File: config.mk
export PLATFORM = sky130hd
export DESIGN_NAME = r2fft_ram
export DESIGN_NICKNAME = d
export VERILOG_FILES = /design/src/hw/rtl/r2fft_ram.sv
export SDC_FILE = /design/constraint.sdc
export NUM_CORES = 1
export LEC_CHECK = 0
export BUFFER_PORTS_ARGS = -buffer_cell sky130_fd_sc_hd__buf_2
export CORE_MARGIN = 1
export CORE_UTILIZATION = 57
export DETAILED_ROUTE_END_ITERATION = 7
export PLACE_DENSITY = 0.81
export SYNTH_ARGS = -nofsm -noshare
export SYNTH_HDL_FRONTEND = slang
export SYNTH_SLANG_ARGS = --single-unit
File: constraint.sdc
create_clock -name clk_i -period 3.75 [get_ports clk_i]
set_clock_uncertainty 0.2 [all_clocks]
set_input_delay 0.1875 -clock clk_i [delete_from_list [all_inputs] [get_ports clk_i]]
set_output_delay 0.1875 -clock clk_i [all_outputs]
set_load 0.005 [all_outputs]
File: src/hw/rtl/r2fft_ram.sv
`timescale 1ns / 1ps
`default_nettype none
module r2fft_ram #(
  parameter int unsigned WIDTH = 32,
  parameter int unsigned DEPTH = 2,
  localparam int unsigned AW = (DEPTH > 1) ? $clog2(DEPTH) : 1
) (
  input  wire logic             clk_i,
  input  wire logic             we_i,
  input  wire logic [AW-1:0]    waddr_i,
  input  wire logic [WIDTH-1:0] wdata_i,
  input  wire logic [AW-1:0]    raddr_i,
  output logic      [WIDTH-1:0] rdata_o
);

  logic [WIDTH-1:0] mem_q [DEPTH];

  always_ff @(posedge clk_i) begin
    if (we_i) begin
      mem_q[waddr_i] <= wdata_i;
    end
    rdata_o <= mem_q[raddr_i];
  end

endmodule
`default_nettype wire

==> results of run 1 <==
final timing paths:
check / end / cells past startpoint
setup / recovery: mem_q[1][23] / 3
hold / removal: mem_q[0][23] / 2
setup reg to reg: rdata_o[29] / 1
hold reg to reg: rdata_o[4] / 1
cell type report:
class	instances	share of cell area
flip-flops and latches	96	0.647
repair buffers	100	0.168
multi-input cells	34	0.125
clock buffers	14	0.0360
well taps	70	0.0221
clock inverters	2	0.00221
through the flow:
| stage | setup slack [ns] | hold slack, ns | power [W] | area [µm²] | instances |
|---|---|---|---|---|---|
| finish | 2.33 | 0.126 | 0.00194 | 3960 | 316 |
| global route | 2.25 | 0.145 | 0.00202 | 3960 | 316 |
| CTS | 2.34 | 0.128 | 0.00195 | 3960 | 316 |
| detailed placement | 1.98 | 0.179 | 0.00139 | 3490 | 268 |
| global placement | 2.04 | 0.176 | 0.00138 | 3490 | 268 |
| floorplan | 1.48 | 0.0864 | 0.00133 | 3120 | 134 |
flip-flops by register name (all words and copies together), names as in the netlist:
signal,cells
rdata_o,32
mem_q,64
timing repair:
item | 4_1_cts | 5_1_grt
setup buffers | 0 | 0
hold buffers | 32 | 0
hold endpoints to repair | 64 | 0
setup endpoints to repair | 0 | 0
report_power, final:
part / switching [W] / total (W) / internal [W]
logic: 0.0000615 / 0.000164 / 0.000102
registers: 0.0000223 / 0.00123 / 0.00121
clock network: 0.000306 / 0.000546 / 0.000240
total: 0.000390 / 0.00194 / 0.00155
cells by family after synthesis:
group	Yosys count	synth area share
flip-flops	96	0.821
multiplexers	32	0.152
buffers and inverters	4	0.0229
AND/OR/NAND/NOR	2	0.00401
cell usage in the layout, fill, tap and decap left out:
| cell | count |
|---|---|
| buf_2 | 67 |
| edfxtp_1 | 64 |
| dlygate4sd3_1 | 32 |
| dfxtp_1 | 32 |
| mux2_4 | 30 |
| clkbuf_8 | 9 |
| clkbuf_1 | 5 |
| mux2_2 | 2 |
| nor2b_4 | 1 |
| and2_1 | 1 |
| clkinv_1 | 1 |
| clkinv_2 | 1 |
| buf_4 | 1 |
layer usage:
layer,routed length (µm),track usage
met1,2080,0.229
met2,2500,0.307
met3,206,0.0515
met4,128,0.108
met5,0,0
==> reports/results.tsv, run 1 <==
stage	metric	value	unit
run_status	outcome	complete, no violations	
setup_path	reg2reg setup slack	2.74	ns
clock_network	Num CTS Buffers	9	
logic_synthesis	Synth area leaders	edfxtp_1, dfxtp_1, mux2_4, buf_12, mux2_2	
place	GPL Wtd Cong	0.639	
job	total of max-cap violations	0	
sta	worst-margin pin slew	1.01	ns
logic_synthesis	register area share after synthesis	0.822	
min_path	Hold Crit Class	primary input to flip-flop	
final_layout	P&R area growth vs syn	26.9	%
pwr	PwrDens	491	nW/µm²
global_routing	GRT Overall Usage	0.189	
final_layout	Final Util	0.765	
logic_synthesis	Synth Warn #	0	
pwr	Peak supply drop	0.000299	V
detailed_routing	final wirelength	4920	µm
floorplanning	Rows	26	
floorplanning	num ports	68	
global_routing	grt ovf	0	
detailed_routing	DRC viols	0	
floorplanning	die area	5770	µm²
detailed_routing	drt first pass iters	4	
logic_synthesis	post-synthesis cell area	3120	µm²
floorplanning	Starting Density	0.603	
min_path	min-delay src	waddr_i	
logic_synthesis	cells after synthesis	134	
clock_network	Resized Gates After CTS	0	
setup_path	Slowest-stage cell, CP	and2_1	
place	post-detail-place hpwl	2850	µm
logic_synthesis	area leader, netlist	edfxtp_1	
clock_network	# clock sinks	96	
setup_path	crit start category	primary input	
clock_network	clock latency on the worst-skew pair	0.34	ns
global_routing	largest net degree at the start of global routing	33	
setup_path	Worst setup EP type	flip-flop	
detailed_routing	initial drt markers	96	
logic_synthesis	syn avg cell area	23.3	µm²
setup_path	Crit path required time	3.58	ns
global_routing	vias in the first global route	1577	
setup_path	CP bufs+invs	2	
sta	max frequency	704	MHz
sta	RSZ-0062 raised after global routing	false	
setup_path	launching point of the worst reg2reg path	mem_q[1][29]	
logic_synthesis	Post-synth EDFFs	64	
logic_synthesis	syn_nets	170	
setup_path	Crit path largest cell delay	0.54	ns
logic_synthesis	Main synth FF type	edfxtp_1	
logic_synthesis	Synth top cells by count	edfxtp_1, dfxtp_1, mux2_4, buf_12, mux2_2	
global_routing	initial antenna violation count	0	
sta	Tmin final	1.42	ns
pwr	leak pwr	1.61	nW
floorplanning	CORE AREA	5170	µm²
logic_synthesis	cell with the most instances after synthesis	edfxtp_1	
logic_synthesis	Yosys cell types	8	
detailed_routing	wire length per cell	15.6	µm
global_routing	first-pass GRT wire length	7890	µm
logic_synthesis	FF+latch count, synth	96	
setup_path	crit-path max FO	19	
detailed_routing	vias	1497	
clock_network	htree depth	3	
clock_network	clock-pin slew on the worst setup and hold paths	0.08	ns
sta	final-report hold violation count	0	
final_layout	final net count	277	
sta	Final period util	0.379	
final_layout	Sequential Area	2560	µm²
setup_path	Setup CP Type	primary input to flip-flop	
sta	total negative slack	0	ns
final_layout	share of cells above drive strength 1	0.451	
detailed_routing	Vias/cell	4.74	
final_layout	multi-input logic area	493	µm²
logic_synthesis	top cell type's share of synthesized area	0.616	
detailed_routing	post-route ant nets	0	
setup_path	CP arrival	1.25	ns
setup_path	CP cell instances	buf_2 -> and2_1 -> buf_4	
final_layout	number of fill cells in the layout	294	
final_layout	n_diodes	0	
setup_path	crit path launch	waddr_i	
clock_network	clk root buf	clkbuf_8	
logic_synthesis	FFs w/ async S/R, synth	0	
setup_path	Largest delay share family, worst path	simple AND/OR/NAND/NOR gates	
sta	Max Slew Vio Count	0	
sta	final setup fails	0	
place	number of port buffers	67	
clock_network	CTS tree	done	
floorplanning	Die X	76.0	µm
sta	relative slew slack	0.324	
clock_network	CTS max path bufs	2	
floorplanning	die span in y	76.0	µm
No activity file was read; power rests on OpenSTA's default activity.
==> run 2: changes to the inputs <==
Settings changed: CORE_UTILIZATION 57 to 53, PLACE_DENSITY 0.81 to 0.76.
Clock period 3.75 ns to 1.4 ns, I/O delays scaled along.
==> run 2 against run 1 <==
- count of clock-buffer cells in the layout shrank 5
- combinational power rose to 2.9 times the previous value
- final cell count increased by 2.8%
- power rose to 2.8 times the previous value
- via count is 2.1% higher
- hold slack worse by 0.052 ns
- sequential power grew to 2.7 times the previous value
- setup slack got worse by 2.2 ns
- global-route usage decreased by 0.40 points
- die area grew 7.3%
- register-to-register slack got worse by 2.3 ns
==> reports/results.tsv, run 2 (synthesis results as in run 1) <==
stage	metric	value	unit	change
run_status	outcome	complete, no violations		
setup_path	launching point of the worst reg2reg path	mem_q[0][3]		
sta	worst-margin pin slew	0.178	ns	-0.836 ns
final_layout	final net count	284		+2.5%
detailed_routing	final wirelength	5110	µm	+4.0%
min_path	Worst Hold Depth	3		+1
global_routing	largest net degree at the start of global routing	22		-33%
setup_path	crit-path max FO	13		-6
floorplanning	num ports	68		unchanged
final_layout	Non-Filler Instances	325		+2.8%
place	dpl cells	275		+2.6%
setup_path	crit path launch	waddr_i		
floorplanning	die area	6200	µm²	+7.3%
global_routing	grt ovf	0		unchanged
pwr	switch share	0.217		+0.0166
final_layout	max FFs per register	64		unchanged
detailed_routing	initial drt markers	92		-4.2%
clock_network	Num CTS Buffers	9		unchanged
setup_path	Reg2Reg Depth	1		unchanged
place	number of port buffers	67		unchanged
detailed_routing	Vias/cell	4.70		-0.69%
detailed_routing	wire length per cell	15.7	µm	+1.2%
setup_path	crit start category	primary input		
final_layout	share of cells above drive strength 1	0.486		+0.0349
global_routing	first-pass GRT wire length	8000	µm	+1.4%
sta	Tmin final	1.28	ns	
sta	RSZ-0062 raised after global routing	false		
clock_network	htree depth	3		unchanged
final_layout	n_diodes	0		unchanged
floorplanning	Die X	78.7	µm	+3.6%
setup_path	R2R Path End	rdata_o[3]		
clock_network	clock-pin slew on the worst setup and hold paths	0.09	ns	about the same
clock_network	CTS tree	done		
detailed_routing	DRC viols	0		unchanged
pwr	PwrDens	1310	nW/µm²	+170%
pwr	clock share of power	0.298		+0.017
sta	final setup fails	0		unchanged
setup_path	Crit path required time	1.26	ns	-2.32 ns
sta	Final period util	0.912		
clock_network	clock latency on the worst-skew pair	0.35	ns	about the same
pwr	Reg power frac	0.614		-0.021
setup_path	CP arrival	1.13	ns	-0.12 ns
floorplanning	Rows	27		+3.8%
clock_network	CTS max path bufs	2		unchanged
min_path	Hold Crit Class	primary input to flip-flop		
detailed_routing	post-route ant nets	0		unchanged
sta	max frequency	783	MHz	
sta	Max Slew Vio Count	0		unchanged
pwr	net switching power	0.00117	W	+200%
final_layout	most common cell after layout, fill and taps aside	buf_2		
pwr	Comb power frac	0.088		+0.004
floorplanning	Starting Density	0.560		-0.0435
final_layout	Reg with most FFs	mem_q		
setup_path	Worst setup EP type	flip-flop		
detailed_routing	vias	1529		+2.1%
job	total of max-cap violations	0		unchanged
sta	final-report hold violation count	0		unchanged
place	post-detail-place hpwl	3110	µm	+9.1%
setup_path	Setup CP Type	primary input to flip-flop		
clock_network	# clock sinks	96		unchanged
place	GPL Wtd Cong	0.678		+6.1%
sta	relative slew slack	0.881		+0.557
global_routing	initial antenna violation count	0		unchanged
clock_network	clk root buf	clkbuf_8		
final_layout	Final Util	0.735		-0.0304
sta	total negative slack	0	ns	unchanged
pwr	Total Power	0.00538	W	+180%
final_layout	leading cell types in the layout, fill and taps excluded	buf_2, edfxtp_1, dlygate4sd3_1, dfxtp_1, mux2_4		
global_routing	vias in the first global route	1683		+6.7%
pwr	Peak supply drop	0.000769	V	+160%
final_layout	P&R area growth vs syn	31.3	%	
pwr	leak pwr	1.68	nW	+4.3%
setup_path	reg2reg setup slack	0.43	ns	-2.31 ns
detailed_routing	drt first pass iters	4		unchanged
floorplanning	CORE AREA	5570	µm²	+7.8%
floorplanning	die span in y	78.7	µm	+3.6%
setup_path	Critical Path End	mem_q[1][2]		
global_routing	GRT Overall Usage	0.185		-0.00404
pwr	Internal Power	0.00421	W	+170%
final_layout	biggest regs	mem_q: 64 flops, rdata_o: 32 flops		
==> run 2: cell count changes in the layout (fill, tap and decap cells not counted), sizes merged <==
cell         change
clkinv           +2
inv              +3
buf              +5
clkbuf           -5
dlygate4sd3      +2
==> run 2: how the worst min path moves through the flow <==
stage                            from           end  slack (ns)
after floorplan            wdata_i[0]   mem_q[0][0]       -0.03
after global placement    wdata_i[31]  mem_q[0][31]        0.06
after detailed placement  wdata_i[30]  mem_q[0][30]        0.06
after CTS                        we_i  mem_q[0][12]        0.06
after global routing             we_i  mem_q[0][29]        0.07
final                            we_i  mem_q[0][29]        0.07
==> run 2: routing by layer <==
layer | up-vias | GRT usage | wire length (µm)
met4 | 0 | 0.100 | 104
met2 | 52 | 0.334 | 2740
met3 | 10 | 0.0356 | 201
li1 | 729 | - | -
met5 | - | 0 | 0
met1 | 738 | 0.204 | 2070
==> run 2: what timing repair did <==
item,4_1_cts,5_1_grt
setup buffers,0,0
hold buffers,34,0
endpoints found under the hold margin,86,0
setup endpoints to repair,0,0
gates resized for setup,0,0
==> run 2: power by group through the flow <==
stage	Clock [W]	Sequential, W	Combinational, W
6_report	0.00160	0.00330	0.000471
3_3_place_gp	0	0.00335	0.000387
2_1_floorplan	0	0.00337	0.000201
4_1_cts	0.00164	0.00330	0.000476
5_1_grt	0.00178	0.00332	0.000507
3_5_place_dp	0	0.00337	0.000399
==> run 2: cell type report <==
cell class                      count  area (µm²)
Clock buffer                        9         124
Clock inverter                      7        53.8
Fill cell                         345        1480
Multi-Input combinational cell     34         494
Sequential cell                    96        2560
Tap cell                           72        90.1
Timing Repair Buffer              107         771
==> run 2: per-stage QoR <==
| step | hold WS (ns) | setup WS (ns) | instance area [µm²] |
|---|---|---|---|
| 2_1_floorplan | -0.0311 | 0.204 | 3130 |
| 3_3_place_gp | 0.0591 | 0.320 | 3580 |
| 3_5_place_dp | 0.0607 | 0.294 | 3580 |
| 4_1_cts | 0.0611 | 0.144 | 4100 |
| 5_1_grt | 0.0699 | 0.0913 | 4100 |
| 6_report | 0.0740 | 0.123 | 4100 |
==> run 2: critical path, stage by stage <==
cell and delay, ns:
dlygate4sd3_1 0.53, buf_2 0.13, and2_2 0.18, buf_4 0.22
